**src/rtl/mcpi_pkg.sv**
```systemverilog
`timescale 1ns / 1ps
// ----------------------------------------------------------------------------
// mcpi_pkg
// shared types, constants and helpers of the monte carlo pi hit counter
// ----------------------------------------------------------------------------
package mcpi_pkg;

    localparam int LANES       = 4;
    localparam int TOTAL_BITS  = 48;
    localparam int WORD_W      = 64;
    localparam int HALF_W      = WORD_W / 2;
    localparam int FRAC_W      = 52;
    localparam int LO_W        = 32;
    localparam int HI_W        = FRAC_W - LO_W;
    localparam int SQ_W        = 2 * FRAC_W;
    localparam int CNT_W       = $clog2(LANES + 1);
    localparam int LANE_IDX_W  = (LANES > 1) ? $clog2(LANES) : 1;
    localparam int PIPE_STAGES = 5;

    localparam int SHIFT_A = 13;
    localparam int SHIFT_B = 7;
    localparam int SHIFT_C = 17;

    localparam logic [WORD_W-1:0] SEED_MULT  = 64'h2545_F491_4F6C_DD1D;
    // 2^(FRAC_W-1): centre of the unit interval in fraction units
    localparam logic [FRAC_W-1:0] HALF_POINT = {1'b1, {(FRAC_W - 1){1'b0}}};
    // 2^(2*(FRAC_W-1)): radius squared in the same units
    localparam logic [SQ_W-1:0]   HIT_LIMIT  = {2'b01, {(SQ_W - 2){1'b0}}};

    typedef logic [WORD_W-1:0]             word_t;
    typedef logic [LANES-1:0]              lane_vec_t;
    typedef logic [LANES-1:0][WORD_W-1:0]  lane_words_t;

    typedef enum logic [2:0] {
        SEED_IDLE,
        SEED_MUL_LL,
        SEED_MUL_HL,
        SEED_MUL_LH,
        SEED_STORE
    } seed_state_t;

    typedef struct packed {
        logic restart;
        logic last_batch;
    } ctrl_t;

    typedef struct packed {
        logic s1;
        logic s2;
        logic s3;
        logic s4;
        logic s5;
    } pipe_en_t;

    // seed multipliers C^(k+1), worked out at elaboration
    function automatic lane_words_t build_lane_mults();
        lane_words_t r;
        word_t       v;
        v = 64'd1;
        for (int k = 0; k < LANES; k++)
        begin
            v    = v * SEED_MULT;
            r[k] = v;
        end
        return r;
    endfunction

    localparam lane_words_t LANE_MULT = build_lane_mults();

    // one xorshift step
    function automatic word_t xs_step(word_t s);
        word_t t;
        t = s ^ (s << SHIFT_A);
        t = t ^ (t >> SHIFT_B);
        t = t ^ (t << SHIFT_C);
        return t;
    endfunction

endpackage

```
**src/rtl/mcpi_merge.sv**
```systemverilog
`timescale 1ns / 1ps
// ----------------------------------------------------------------------------
// mcpi_merge
// combines the lane hits into mask, batch count and saturating total
// ----------------------------------------------------------------------------
module mcpi_merge (
    input  logic                 clk,
    input  logic                 rst_n,
    input  mcpi_pkg::lane_vec_t  hits,
    input  mcpi_pkg::ctrl_t      ctrl,
    input  logic                 fire,
    input  logic                 rsp_stall,
    output logic                 out_ready,
    output logic                 rsp_valid,
    output logic [3:0]           hit_mask,
    output logic [2:0]           batch_hits,
    output logic [mcpi_pkg::TOTAL_BITS-1:0] total_hits,
    output logic                 run_done
);
    import mcpi_pkg::*;

    logic [CNT_W-1:0]        count;
    logic [TOTAL_BITS-1:0]   base;
    logic [TOTAL_BITS:0]     sum;
    logic [TOTAL_BITS-1:0]   total_next;
    logic [TOTAL_BITS-1:0]   total_reg;
    logic [LANES+3:0]        mask_ext;
    logic                    rsp_valid_reg;
    logic [3:0]              mask_reg;
    logic [2:0]              batch_reg;
    logic                    done_reg;

    always_comb
    begin
        count = '0;
        for (int k = 0; k < LANES; k++)
            count = count + CNT_W'(hits[k]);
    end

    assign base       = ctrl.restart ? '0 : total_reg;
    assign sum        = {1'b0, base} + (TOTAL_BITS + 1)'(count);
    assign total_next = sum[TOTAL_BITS] ? '1 : sum[TOTAL_BITS-1:0];
    assign mask_ext   = {4'b0000, hits};
    assign out_ready  = !rsp_valid_reg || !rsp_stall;

    always_ff @(posedge clk or negedge rst_n)
    begin
        if (!rst_n)
        begin
            rsp_valid_reg <= 1'b0;
            total_reg     <= '0;
        end
        else
        begin
            if (out_ready)
                rsp_valid_reg <= fire;
            if (fire)
                total_reg <= total_next;
        end
    end

    always_ff @(posedge clk)
    begin
        if (fire)
        begin
            mask_reg  <= mask_ext[3:0];
            batch_reg <= 3'(count);
            done_reg  <= ctrl.last_batch;
        end
    end

    assign rsp_valid  = rsp_valid_reg;
    assign hit_mask   = mask_reg;
    assign batch_hits = batch_reg;
    assign total_hits = total_reg;
    assign run_done   = done_reg;

    a_total_monotonic: assert property (@(posedge clk) disable iff (!rst_n)
        (fire && !ctrl.restart) |-> (total_next >= total_reg))
        else $error("running total fell without a restart");

    a_count_bound: assert property (@(posedge clk) disable iff (!rst_n)
        fire |-> (count <= CNT_W'(LANES)))
        else $error("batch hit count exceeds lane count");

endmodule

```
**config.mk**
```make
export PLATFORM = sky130hd
export DESIGN_NAME = mcpi_merge
export DESIGN_NICKNAME = d
export VERILOG_FILES = /design/src/rtl/mcpi_pkg.sv /design/src/rtl/mcpi_merge.sv
export SDC_FILE = /design/constraint.sdc
export NUM_CORES = 1
export LEC_CHECK = 0
export ABC_AREA = 1
export BUFFER_PORTS_ARGS = -buffer_cell sky130_fd_sc_hd__buf_4
export CORE_ASPECT_RATIO = 1.25
export CORE_MARGIN = 1
export CORE_UTILIZATION = 55
export CTS_BUF_LIST = sky130_fd_sc_hd__clkbuf_8
export CTS_CLUSTER_SIZE = 28
export DETAILED_ROUTE_END_ITERATION = 8
export PLACE_DENSITY = 0.78
export SLEW_MARGIN = 20
export SYNTH_ARGS = -nofsm -noshare
export SYNTH_HDL_FRONTEND = slang
export SYNTH_SLANG_ARGS = --single-unit
```
**constraint.sdc**
```tcl
create_clock -name clk -period 2.4 [get_ports clk]
set_input_delay 0.48 -clock clk [delete_from_list [all_inputs] [get_ports clk]]
set_output_delay 0.48 -clock clk [all_outputs]
set_load 0.005 [all_outputs]
```
* After elaboration in Yosys (flattened, before gate mapping)
Index checks and enable logic that the tools add are counted.
W data, S select, Z words.
** Storage, ports and cells
- Memory bits (writable) :: 0
- Input bits :: 10
- Register bits :: 57
- ROM bits :: 0
- Memories kept :: 0
- Latch bits :: 0
- Logic and storage cells :: 14
** Cells by class
- Bitwise logic cells :: 0
- Reductions and logical operators :: 3
- Multiply operators :: 0
- Multiplexer cells :: 2
- $add $sub $neg :: 4
- Div/mod/pow operators :: 0
- Shift operators :: 0
- Equal/unequal tests :: 0
- Order comparisons :: 0
** Operators with widths (count)
- $mux W48 :: 2
- $add A48 B3 Y49 :: 1
- $add A2 B1 Y3 :: 1
- $add A3 B1 Y3 :: 1
- $add A1 B1 Y2 :: 1
- $logic_not A1 Y1 :: 2
- $logic_or A1 B1 Y1 :: 1

* Logic depth before layout (Yosys ltp)
- Depth after elaboration :: 5
- Mapped depth :: 16
- Mapped depth without buffers :: 15

* Least setup slack after synthesis
OpenSTA, ideal clock, no wires.
- Path kind :: input -> register
- Start point :: in hits[0]
- End point :: reg total_reg[31], in the netlist total_hits[31]
- Library setup time :: 0.131 ns
- Stages :: 15
- Buffers on the path :: 1
- Path slack :: -0.633 ns
- Arrival :: 2.902 ns
- Cells stage by stage :: inv_1 > fa_1 > inv_1 > ha_1 > ha_1 > fa_1 > nand2_1 > a21oi_4 > nand2_4 > nor2_8 > nand3_1 > buf_2 > nand3_1 > nand2_1 > o21ai_0
** Between the ends
- Word-level cells in the longest chain between the ends :: 5
** Ends and longest elaborated chain
- start: declaration :: line mcpi_merge.sv:9 : input mcpi_pkg::lane_vec_t hits,
- $add A1 B1 Y2 :: line mcpi_merge.sv:37 : count = count + CNT_W'(hits[k]);
- $add A2 B1 Y3 :: line mcpi_merge.sv:37
- $add A3 B1 Y3 :: line mcpi_merge.sv:37
- net count[1] :: line mcpi_merge.sv:22 : logic [CNT_W-1:0] count;
- $add A48 B3 Y49 :: line mcpi_merge.sv:41 : assign sum = {1'b0, base} + (TOTAL_BITS + 1)'(count);
- $mux W48 :: line mcpi_merge.sv:42 : assign total_next = sum[TOTAL_BITS] ? '1 : sum[TOTAL_BITS-1:0];
- end signal: assignment :: line mcpi_merge.sv:58 : total_reg <= total_next;
- end: declaration :: line mcpi_merge.sv:26 : logic [TOTAL_BITS-1:0] total_reg;
The timed path passes the listed nets, and every way through them passes these cells.
A chain may end at the register's enable or synchronous reset.

* Worst setup path in the final report
- Start point :: in hits[3]
- End point :: reg total_reg[36], in the netlist total_hits[36]
** Between the ends
- Word-level cells in the longest chain between the ends :: 3
** Ends and longest elaborated chain (line)
- $add A3 B1 Y3 :: mcpi_merge.sv:37
- net count[0] :: mcpi_merge.sv:22
- $add A48 B3 Y49 :: mcpi_merge.sv:41
- $mux W48 :: mcpi_merge.sv:42
The timed path passes the listed nets, and every way through them passes these cells.

==> summary.md <==
| Metric | Value |
|---|---|
| Avg Inst Size Synth | `6.57 sq um` |
| Worst R2R Start | `total_hits[0]` |
| Layout cell share with drive strength beyond 1 | `26.0%` |
| Slowest CP cell | `fa_1` |
| Min Tclk post-route | `2670 ps` |
| Via density | `5.70` |
| FILL cells | `552` |
| Drt first-iter violations | `444` |
| Critical path launch point type | `input port` |
| Yosys cell types | `35` |
| Max Clock Freq | `374 MHz` |
| Port Buf Inserts | `67` |
| Final WL | `14.6 mm` |
| Die area | `0.00826 sq mm` |
| Max H-tree Level | `3` |
| CP Data Arrival Time | `2920 ps` |
| Most frequent cells in the layout | `nand2_1, nor2_1, buf_4` |
| Top_reg_cell synth | `dfrtp_1` |
| Final ANT Viol Nets | `0` |
| Worst-path cell chain | `buf_8, inv_8, fa_1, inv_2, ha_4, ha_4, fa_2, nand2_2, a21oi_4, nand2_4, nor2_8, nand4_4, buf_6, nand2_8, nor2_1, nor2_1` |
| Clock transition at path regs | `80 ps` |
| Fin. max-slew vios | `0` |
| Skew-Pair Late Insertion Delay | `370 ps` |
| Leakage | `2.80 nW` |
| Bufs and invs on worst path | `4` |
| Flops & latches, synth | `57` |
| Die width | `81.5 um` |
| Maximum clock path buffer count | `2` |
| Worst setup path start | `hits[3]` |
| Peak VDD IR | `0.000387 V` |
| Max FO, Critical Path | `5` |
| Yosys top cell area share | `28.2%` |
| Non-Filler Instances | `858` |
| Largest net degree at the start of global routing | `50` |
| YS warnings | `0` |
| Power per cell area | `453 mW/mm^2` |
| Total Routing Usage GR | `37.1%` |
| CP Class | `input port to register` |
| Status | `complete, but fails checks` |
| Skew final | `12.4 ps` |
| Syn Std Cell Area | `0.00434 sq mm` |
| Failing checks | `negative setup slack` |
| Sink Count | `57` |
| Worst-margin pin slew | `677 ps` |
| Multi-input logic area | `0.00276 sq mm` |
| TritonCTS clock tree | `yes` |
| Required @ worst endpoint | `2650 ps` |
| Register area | `0.00147 sq mm` |
| Gr ovfl total | `0` |
| DRC violations left | `0` |
| Routed len/inst | `17.1 um` |
| Final core utilization | `76.6%` |
| Row cnt | `35` |
| Crit path max-delay family | `adder cells` |
| Area contributors post-synth | `dfrtp_1, nand2_1, nor2_1, nand3_1, inv_1` |
| First-pass GRT wire length | `22.6 mm` |
| Largest stage delay, worst path | `540 ps` |
| Asr flop ratio synth | `86.0%` |
| Mapped Cells | `661` |
| P&R area growth vs syn | `32.1%` |
| Core ar. | `0.00749 sq mm` |
| Final period utilization | `111%` |
| Number of setup violations in the final report | `48` |
| Number of global-route vias before repair | `4669` |
| Cell taking the most area after synthesis | `dfrtp_1` |
| Final Hold Fails | `0` |
| Setup crit end kind | `register` |
| Root Driver | `clkbuf_8` |
| Post-synth EDFFs | `8` |
| RSZ-0062 raised after global routing | `true` |
| DP Cell Count | `833` |
| Nets@finish | `778` |
| Final worst-path setup slack | `-272 ps` |
| Vias | `4894` |
| Seq/Total Area, Yosys | `33.8%` |
| Largest register FFs | `48` |
| Routability cong. | `0.989` |
| Max_cap viols | `0` |
| Min-Delay Path Class | `input port to asynchronous set/reset pin` |
| Worst hold slack | `147 ps` |
| Post-DP HPWL | `10.0 mm` |
| Relative slew margins | `54.9%` |
| Setup TNS | `-9170 ps` |
| Chip height | `101 um` |
| Effective utilization at floorplan | `58.0%` |
| CTS hold repair buffers | `0` |
| Commonest non-fill, non-tap cell in the layout | `nand2_1` |
| Top-level port count | `68` |
| Num CTS Buffers | `9` |
| Drt pass-1 iters | `5` |
| Initial antenna violation count | `0` |
| Syn Nets | `678` |
| Total inserted antenna cells | `0` |
## synth_stat cells (2+ instances only)
master    count
clkbuf_1      9
nand3_2       4
nand2_4       2
nor2_2       15
nand4_1      15
nand2_2       3
buf_6         4
a31oi_1       9
nand3_4       2
inv_1        65
buf_4         2
xor2_1        6
o21ai_0       7
edfxtp_1      8
nand3b_1      5
dfrtp_1      49
xnor2_1      10
nand2_1     191
buf_2         4
nand3_1      81
fa_1          2
nor2_4        3
o21ai_1       2
ha_1          5
nor2_1      148
## final timing paths
path	endpoint	slack (ps)	cells past startpoint
min in group clk	run_done	290	1
max	total_hits[36]	-270	16
min	total_hits[7]	150	1
max reg2reg	total_hits[36]	180	14
min reg2reg	rsp_valid	490	2
max in group asynchronous	total_hits[22]	1790	1
## cell families after synthesis
group                      synth area share [%]
AOI/OAI and AO/OA                          2.88
xor gates and xnor gates                   3.23
adders and majority gates                  2.36
buffers and inverters                      9.37
DFF                                        33.8
and+or+nand+nor                            48.4
## layer usage
| metal | vias up | track usage [%] | wire length, um |
|---|---|---|---|
| met5 | - | 0 | 0 |
| met4 | 0 | 22.7 | 779 |
| met3 | 59 | 5.68 | 1060 |
| met2 | 247 | 62.8 | 7200 |
| met1 | 2298 | 43.4 | 5590 |
| li1 | 2290 | - | - |
## repair_timing
action	in CTS	in global routing
pin swaps	12	12
gates cloned	3	0
setup buffers	5	1
setup endpoints to repair	48	48
resized for setup	30	23
## through the flow
stage / power, W / cell area [sq um] / setup WS (ps)
2_1_floorplan: 0.00147 / 4440 / -446
3_3_place_gp: 0.00172 / 5240 / -626
3_5_place_dp: 0.00174 / 5240 / -673
4_1_cts: 0.00256 / 5620 / -188
5_1_grt: 0.00271 / 5740 / -388
6_report: 0.00260 / 5740 / -272
## report_power, final
part	leakage (nW)	total (W)	internal, W	switching [W]
Sequential	0.701	0.00116	0.00106	0.000102
Clock	0.0860	0.000823	0.000363	0.000460
Combinational	2.01	0.000614	0.000290	0.000324
## area by class of cell
class	instances	area share (%)
Clock inverter	7	0.676
Tap cell	92	2.01
Timing Repair Buffer	109	17.0
Inverter	67	4.56
Sequential cell	57	25.6
Multi-Input combinational cell	517	48.0
Clock buffer	9	2.16
Note: power is estimated with default switching activity, not from simulation.
