### src/rtl/mcpi_pkg.sv
`timescale 1ns / 1ps
// ----------------------------------------------------------------------------
// mcpi_pkg
// shared types, constants and helpers of the monte carlo pi hit counter
// ----------------------------------------------------------------------------
package mcpi_pkg;

    localparam int LANES       = 4;
    localparam int TOTAL_BITS  = 48;
    localparam int WORD_W      = 64;
    localparam int HALF_W      = WORD_W / 2;
    localparam int FRAC_W      = 52;
    localparam int LO_W        = 32;
    localparam int HI_W        = FRAC_W - LO_W;
    localparam int SQ_W        = 2 * FRAC_W;
    localparam int CNT_W       = $clog2(LANES + 1);
    localparam int LANE_IDX_W  = (LANES > 1) ? $clog2(LANES) : 1;
    localparam int PIPE_STAGES = 5;

    localparam int SHIFT_A = 13;
    localparam int SHIFT_B = 7;
    localparam int SHIFT_C = 17;

    localparam logic [WORD_W-1:0] SEED_MULT  = 64'h2545_F491_4F6C_DD1D;
    // 2^(FRAC_W-1): centre of the unit interval in fraction units
    localparam logic [FRAC_W-1:0] HALF_POINT = {1'b1, {(FRAC_W - 1){1'b0}}};
    // 2^(2*(FRAC_W-1)): radius squared in the same units
    localparam logic [SQ_W-1:0]   HIT_LIMIT  = {2'b01, {(SQ_W - 2){1'b0}}};

    typedef logic [WORD_W-1:0]             word_t;
    typedef logic [LANES-1:0]              lane_vec_t;
    typedef logic [LANES-1:0][WORD_W-1:0]  lane_words_t;

    typedef enum logic [2:0] {
        SEED_IDLE,
        SEED_MUL_LL,
        SEED_MUL_HL,
        SEED_MUL_LH,
        SEED_STORE
    } seed_state_t;

    typedef struct packed {
        logic restart;
        logic last_batch;
    } ctrl_t;

    typedef struct packed {
        logic s1;
        logic s2;
        logic s3;
        logic s4;
        logic s5;
    } pipe_en_t;

    // seed multipliers C^(k+1), worked out at elaboration
    function automatic lane_words_t build_lane_mults();
        lane_words_t r;
        word_t       v;
        v = 64'd1;
        for (int k = 0; k < LANES; k++)
        begin
            v    = v * SEED_MULT;
            r[k] = v;
        end
        return r;
    endfunction

    localparam lane_words_t LANE_MULT = build_lane_mults();

    // one xorshift step
    function automatic word_t xs_step(word_t s);
        word_t t;
        t = s ^ (s << SHIFT_A);
        t = t ^ (t >> SHIFT_B);
        t = t ^ (t << SHIFT_C);
        return t;
    endfunction

endpackage

### src/rtl/mcpi_seeder.sv
`timescale 1ns / 1ps
// ----------------------------------------------------------------------------
// mcpi_seeder
// derives the per-lane restart states from the seed with one shared multiplier
// ----------------------------------------------------------------------------
module mcpi_seeder (
    input  logic                 clk,
    input  logic                 rst_n,
    input  logic                 seed_value_we,
    input  mcpi_pkg::word_t      seed_value,
    output mcpi_pkg::lane_words_t seeded_states,
    output logic                 busy
);
    import mcpi_pkg::*;

    seed_state_t             state_reg, state_next;
    logic [LANE_IDX_W-1:0]   lane_reg, lane_next;
    word_t                   seed_reg;
    word_t                   prod_reg;
    word_t                   acc_reg;
    lane_words_t             seeded_reg;
    word_t                   mult_k;
    logic [HALF_W-1:0]       op_a;
    logic [HALF_W-1:0]       op_b;
    word_t                   product;
    word_t                   store_word;
    logic                    last_lane;

    always_comb
    begin
        mult_k = '0;
        for (int k = 0; k < LANES; k++)
        begin
            if (lane_reg == LANE_IDX_W'(k))
                mult_k = LANE_MULT[k];
        end
    end

    // low word of seed * C^(k+1) from three 32x32 partial products
    assign op_a       = (state_reg == SEED_MUL_HL) ? seed_reg[WORD_W-1:HALF_W]
                                                   : seed_reg[HALF_W-1:0];
    assign op_b       = (state_reg == SEED_MUL_LH) ? mult_k[WORD_W-1:HALF_W]
                                                   : mult_k[HALF_W-1:0];
    assign product    = WORD_W'(op_a * op_b);
    assign store_word = acc_reg + {prod_reg[HALF_W-1:0], {HALF_W{1'b0}}};
    assign last_lane  = (lane_reg == LANE_IDX_W'(LANES - 1));

    always_comb
    begin
        state_next = state_reg;
        lane_next  = lane_reg;
        unique case (state_reg)
            SEED_IDLE:   state_next = SEED_IDLE;
            SEED_MUL_LL: state_next = SEED_MUL_HL;
            SEED_MUL_HL: state_next = SEED_MUL_LH;
            SEED_MUL_LH: state_next = SEED_STORE;
            SEED_STORE:
            begin
                if (last_lane)
                    state_next = SEED_IDLE;
                else
                begin
                    state_next = SEED_MUL_LL;
                    lane_next  = lane_reg + LANE_IDX_W'(1);
                end
            end
            default:     state_next = SEED_IDLE;
        endcase
        if (seed_value_we)
        begin
            state_next = SEED_MUL_LL;
            lane_next  = '0;
        end
    end

    always_ff @(posedge clk or negedge rst_n)
    begin
        if (!rst_n)
        begin
            state_reg <= SEED_IDLE;
            lane_reg  <= '0;
        end
        else
        begin
            state_reg <= state_next;
            lane_reg  <= lane_next;
        end
    end

    // reset holds the states of the default seed of one
    always_ff @(posedge clk or negedge rst_n)
    begin
        if (!rst_n)
            seeded_reg <= LANE_MULT;
        else
        begin
            for (int k = 0; k < LANES; k++)
            begin
                if (state_reg == SEED_STORE && lane_reg == LANE_IDX_W'(k))
                    seeded_reg[k] <= store_word;
            end
        end
    end

    always_ff @(posedge clk)
    begin
        if (seed_value_we)
            seed_reg <= seed_value;
        prod_reg <= product;
        if (state_reg == SEED_MUL_HL)
            acc_reg <= prod_reg;
        else if (state_reg == SEED_MUL_LH)
            acc_reg <= store_word;
    end

    assign seeded_states = seeded_reg;
    assign busy          = (state_reg != SEED_IDLE);

    a_write_starts: assert property (@(posedge clk) disable iff (!rst_n)
        seed_value_we |=> busy)
        else $error("seed write did not start the seeding sequence");

    a_lane_range: assert property (@(posedge clk) disable iff (!rst_n)
        busy |-> (lane_reg <= LANE_IDX_W'(LANES - 1)))
        else $error("seeding lane index out of range");

endmodule

### config.mk
export PLATFORM = sky130hd
export DESIGN_NAME = mcpi_seeder
export DESIGN_NICKNAME = d
export VERILOG_FILES = /design/src/rtl/mcpi_pkg.sv /design/src/rtl/mcpi_seeder.sv
export SDC_FILE = /design/constraint.sdc
export NUM_CORES = 2
export LEC_CHECK = 0
export BUFFER_PORTS_ARGS = -buffer_cell sky130_fd_sc_hd__buf_4
export CORE_ASPECT_RATIO = 1.1
export CORE_MARGIN = 4
export CORE_UTILIZATION = 50
export CTS_BUF_LIST = sky130_fd_sc_hd__clkbuf_8 sky130_fd_sc_hd__clkbuf_16
export CTS_CLUSTER_SIZE = 8
export DETAILED_ROUTE_END_ITERATION = 12
export GPL_TIMING_DRIVEN = 0
export PLACE_DENSITY = 0.66
export SYNTH_ARGS = -nofsm -noshare
export SYNTH_HDL_FRONTEND = slang
export SYNTH_SLANG_ARGS = --single-unit
### constraint.sdc
create_clock -name clk -period 14.25 [get_ports clk]
set_input_delay 2.85 -clock clk [delete_from_list [all_inputs] [get_ports clk]]
set_output_delay 2.85 -clock clk [all_outputs]
set_load 0.02 [all_outputs]
Word-level counts from Yosys, hierarchy flattened
Cells that the tools add are included.
{"block": "totals", "register_bits": 453, "inputBits": 67, "output_inout_bits": 257, "elab_cells": 43}
{"block": "classes", "n_addsub": 2, "n_mul": 1, "n_eq_ne": 8, "muxes": 14, "n_reduce_logical": 9}
{"operator": "2-to-1 mux 64 bit", "n": 4}
{"operator": "2-to-1 mux 62 bit", "n": 2}
{"operator": "adder 64 bit", "n": 1}
{"operator": "multiplier 32 x 32 -> 64 bit", "n": 1}
{"operator": "2-to-1 mux 32 bit", "n": 2}
{"operator": "one-hot mux 3 bit (4 select lines)", "n": 1}
{"operator": "== test 3 x 2 -> 1 bit (second input constant)", "n": 2}
{"operator": "2-to-1 mux 2 bit", "n": 3}
{"operator": "== test 2 bit (second input constant)", "n": 2}
{"operator": "logical AND 1 bit", "n": 4}
{"operator": "nonzero test 2 bit", "n": 2}
{"operator": "== test 3 x 1 -> 1 bit (second input constant)", "n": 1}
{"operator": "== test 3 bit (second input constant)", "n": 1}
{"operator": "2-to-1 mux 3 bit", "n": 1}
{"operator": "nonzero test 3 bit", "n": 1}
{"operator": "adder 2 x 1 -> 2 bit (second input constant)", "n": 1}
{"operator": "== test 2 x 1 -> 1 bit (second input constant)", "n": 1}
{"operator": "zero test 2 bit", "n": 1}
{"operator": "!= test 2 bit (second input constant)", "n": 1}
{"operator": "AND reduction 2 bit", "n": 1}
{"operator": "2-to-1 mux 1 bit", "n": 1}

Depth between registers and ports, before layout
{"block": "depth", "ltp_word": 7, "ltp_mapped": 38, "depth_no_buf": 34}

Worst setup path after synthesis
OpenSTA, ideal clock, no wires.
{"block": "synth_timing", "path_kind": "reg2reg", "from": "reg state_reg[2]", "to": "reg prod_reg[51]", "setup_ns": 0.124, "arrival_ns": 9.755, "required_ns": 14.126, "path_slack_ns": 4.370, "stages_incl_launch_ff": 35, "n_path_buf": 4, "synth_period_minus_slack_ns": 9.880, "cell_sequence": "dfrtp_1 -> nor2b_1 -> and2_0 -> clkbuf_1 -> buf_2 -> clkbuf_1 -> nor2_1 -> nor2_1 -> nor2_1 -> fa_1 -> inv_1 -> fa_1 -> inv_1 -> fa_1 -> inv_1 -> fa_1 -> inv_1 -> fa_1 -> fa_1 -> fa_1 -> inv_1 -> fa_1 -> inv_1 -> ha_1 -> clkbuf_1 -> nand2_1 -> nor2_1 -> a211oi_1 -> nand3_1 -> o2111ai_1 -> a31oi_1 -> a21oi_1 -> o21ai_1 -> a31oi_1 -> xnor2_1"}
{"block": "synth_between", "elab_chain_cells": 3, "word_cells_on_any_way": 5, "classes_between": "mul (1); eq/ne (2); mux (2)"}
{"item": "start: declaration", "line": "mcpi_seeder.sv:16", "source": "seed_state_t state_reg, state_next;"}
{"item": "start signal: assignment", "line": "mcpi_seeder.sv:85", "source": "state_reg <= state_next;"}
{"item": "== test 3 x 2 -> 1 bit (on tied branches)", "line": "mcpi_seeder.sv:40, mcpi_seeder.sv:42"}
{"item": "2-to-1 mux 32 bit (on tied branches)", "line": "mcpi_seeder.sv:40, mcpi_seeder.sv:42"}
{"item": "multiplier 32 x 32 -> 64 bit *", "line": "mcpi_seeder.sv:44", "source": "assign product = WORD_W'(op_a * op_b);"}
{"item": "net product[51]", "line": "mcpi_seeder.sv:25", "source": "word_t product;"}
{"item": "end signal: assignment", "line": "mcpi_seeder.sv:109", "source": "prod_reg <= product;"}
{"item": "end: declaration", "line": "mcpi_seeder.sv:19", "source": "word_t prod_reg;"}
The timed path passes the listed nets; every way through them passes the cells marked *.
A chain may end at the register's enable or synchronous reset.

Worst setup path in the final report
Ends and elaborated chain as after synthesis.

==> metrics.txt <==
failing checks=max-capacitance violations, max-slew violations; Setup TNS Final=0 ns; Post-CTS Setup Bufs=0; Initial Util=about half; Layout area overhead=12.9%; iteration-0 DRC count of the detailed router=~4000; mux cell area share after synthesis=less than 1%; Cell Rows=around 120; area share of fa/ha/maj cells after synthesis=43.7%; worst-path fanout max=23; Syn Std Cell Area=49800 µm²; die height=339 µm; WL per Instance=~27 µm; measured slew at the worst slew-check pin=roughly 1.6 ns; vias in the first global route=about 42000; CP peak stage delay=between 0.8 and 0.9 ns; cell family with most CP delay=adder cells; CTS Root Cell=clkbuf_16; post-route ant nets=0; kind of critical path=register to register; Post-layout nets=just over 7000; global-route wire length before repair=~280000 µm; period utilisation layout=86.5%; Unique masters post-synth=just over 70; clk slew on worst S/H paths=~0.05 ns; synthesized instance count=around 5400; cts bufs inserted=67; final WL=between 150000 and 200000 µm; initial antenna violation count=2; syn avg cell area=9.27 µm²; full die area=about 100000 µm²; DR DRC count=0; H-Tree Depth=3; Total Routing Usage GR=37.1%; hpwl dp=157000 µm; post-synthesis compound-gate area fraction=6.04%; final hold vios=0; GP Congestion=1.06; Congestion Overflow GR=0; crit path DAT=between 10 and 15 ns; Critical Path RT=around 15 ns; drt first pass iters=6; largest net degree at the start of global routing=107; final-report max-slew violation count=47; Worst Hold Class=register to register; CP bufs+invs=9; Fillers=just over 9000; Setup WS post-layout=between 1.5 and 2 ns; Port Buffers=roughly 320; Synth Area in XOR/XNOR=about 1.6%; core box area=about 100000 µm²; hold_buf cts=0; unrepaired setup endpoints after global routing=false; Final min period=~12 ns; Setup crit start kind=register; largest family of logic cells by synthesized area=adder cells; sequential-to-total area share from yosys stat=a little under a quarter; Slew HR=-5.62%; f_max=~81 MHz; worst clock skew=approximately 0.039 ns; maxcap violations=7; Sink Count=around 450; status=finished with violations; max reg flops=256; layout cells sized above 1=around 10%; Via-to-Cell Ratio=about 5.6; Clk Latency, worst-skew pair=between 0.6 and 0.7 ns; Synth Warn #=0; cts repair resizes=0; Post-Synth Simple-Gate Area=15.5%; Final setup viols=0; slowest cell on the critical path=clkbuf_1; Main synth FF type=dfrtp_1; post-synthesis async set-or-reset flop share=between 50% and 60%; vias post-DR=approximately 40000; register bit total from synthesis=between 400 and 500; Most common cell on crit path=fa_1; Util after Layout=between 50 and 60%; DP Worst Slack=~2.1 ns; Post-synth EDFFs=approximately 130; # IOs=~320; Mapped Nets=roughly 6600; TritonCTS clock tree=done; clk buf depth=3; Chip Width=just over 300 µm; critical path endpoint category=register
-- final timing paths --
| check | startpoint | end | slack (ns) | depth (start not counted) |
|---|---|---|---|---|
| setup / recovery | state_reg[2] | prod_reg[51] | 1.92 | 33 |
| hold / removal | seeded_states[141] | seeded_states[141] | 0.45 | 2 |
| setup reg to reg | state_reg[2] | prod_reg[51] | 1.92 | 33 |
| hold reg to reg | seeded_states[141] | seeded_states[141] | 0.45 | 2 |
| max in group asynchronous | rst_n | seeded_states[12] | 10.68 | 3 |
| min in group asynchronous | rst_n | seeded_states[185] | 2.14 | 1 |
-- cells in the mapped netlist, types with 5 or more instances --
cell type  number  area share, %
o21a_1         11           0.17
buf_2           8          0.080
xor2_1         36           0.63
fa_1          897             36
dfrtp_1       134            6.7
nor2_1        530            4.0
a21o_1         56           0.85
clkbuf_1      239            1.8
nand3_1        24           0.24
dfxtp_1        64            2.6
and2_1         40           0.50
nor3_1         13           0.13
nand2b_1       28           0.35
nand4_1        22           0.28
inv_1         889            6.7
nor2b_1        14           0.18
edfxtp_1      128            7.7
nand2_1      1249            9.4
dfstp_2       127            6.7
ha_1          302            7.6
a21oi_1       117            1.2
a211oi_1        5          0.075
a31oi_1        10           0.13
mux2i_1        36           0.72
o21ai_0       190            1.9
o21ai_1        26           0.26
o31ai_1         9           0.14
xnor2_1        55           0.97
and3_1         14           0.18
o21bai_1       20           0.30
buf_1           9          0.068
-- layout make-up --
class / count / area [µm²] / area share (%)
clock buffer: 73 / 1790 / 3.19
multi-input combinational: 3771 / 33700 / 60.0
buffer: 256 / 973 / 1.73
antenna: 6 / 15.0 / 0.0267
tap: 1291 / 1620 / 2.88
sequential: 453 / 11800 / 21.0
inverter: 889 / 3340 / 5.94
timing repair buffer: 341 / 2700 / 4.80
clock inverter: 48 / 226 / 0.403
-- cells in the final DEF, fill, tap and decap left out, types with 70 or more instances in the layout --
cell and count:
clkbuf_1 237, inv_1 933, ha_1 302, dfstp_2 127, a21oi_1 115, fa_1 897, nand2_1 1249, dfrtp_1 134
nor2_1 530, edfxtp_1 128, o21ai_0 188, clkbuf_16 70, buf_4 327
-- metal layers --
metal / vias to the layer above / part of all wire [%] / track usage [%]
met5: - / 0 / 0
met4: 0 / 8.9 / 25.6
met3: 648 / 9.7 / 9.02
met2: 2331 / 45 / 58.7
met1: 20200 / 36 / 44.7
li1: 17100 / - / -
-- worst register-to-register path: cells and delay by family (launching register included) --
| family | cells | cell delay (ns) |
|---|---|---|
| compound gates | 7 | 1.98 |
| xor+xnor | 1 | 0.14 |
| fa+ha+maj | 9 | 4.55 |
| buf+inv | 9 | 3.21 |
| flops | 1 | 0.49 |
| simple gates | 7 | 1.88 |
-- per-stage QoR --
step | hold WS (ns) | area (µm²) | instances
3_3_place_gp | 0.446 | 53800 | 6983
4_1_cts | 0.456 | 56100 | 7120
3_5_place_dp | 0.448 | 54100 | 6999
6_report | 0.454 | 56200 | 7128
5_1_grt | 0.466 | 56200 | 7124
2_1_floorplan | 0.467 | 49800 | 5369
-- kinds of logic after synthesis --
family	after synthesis
simple gates	1949
fa+ha+maj	1199
buf+inv	1145
compound gates	494
flops	453
xor+xnor	92
mux	37
Power is left out: the tool's default activity adds up to more than one toggle a clock period on the data nets, which glitch-free logic cannot reach.
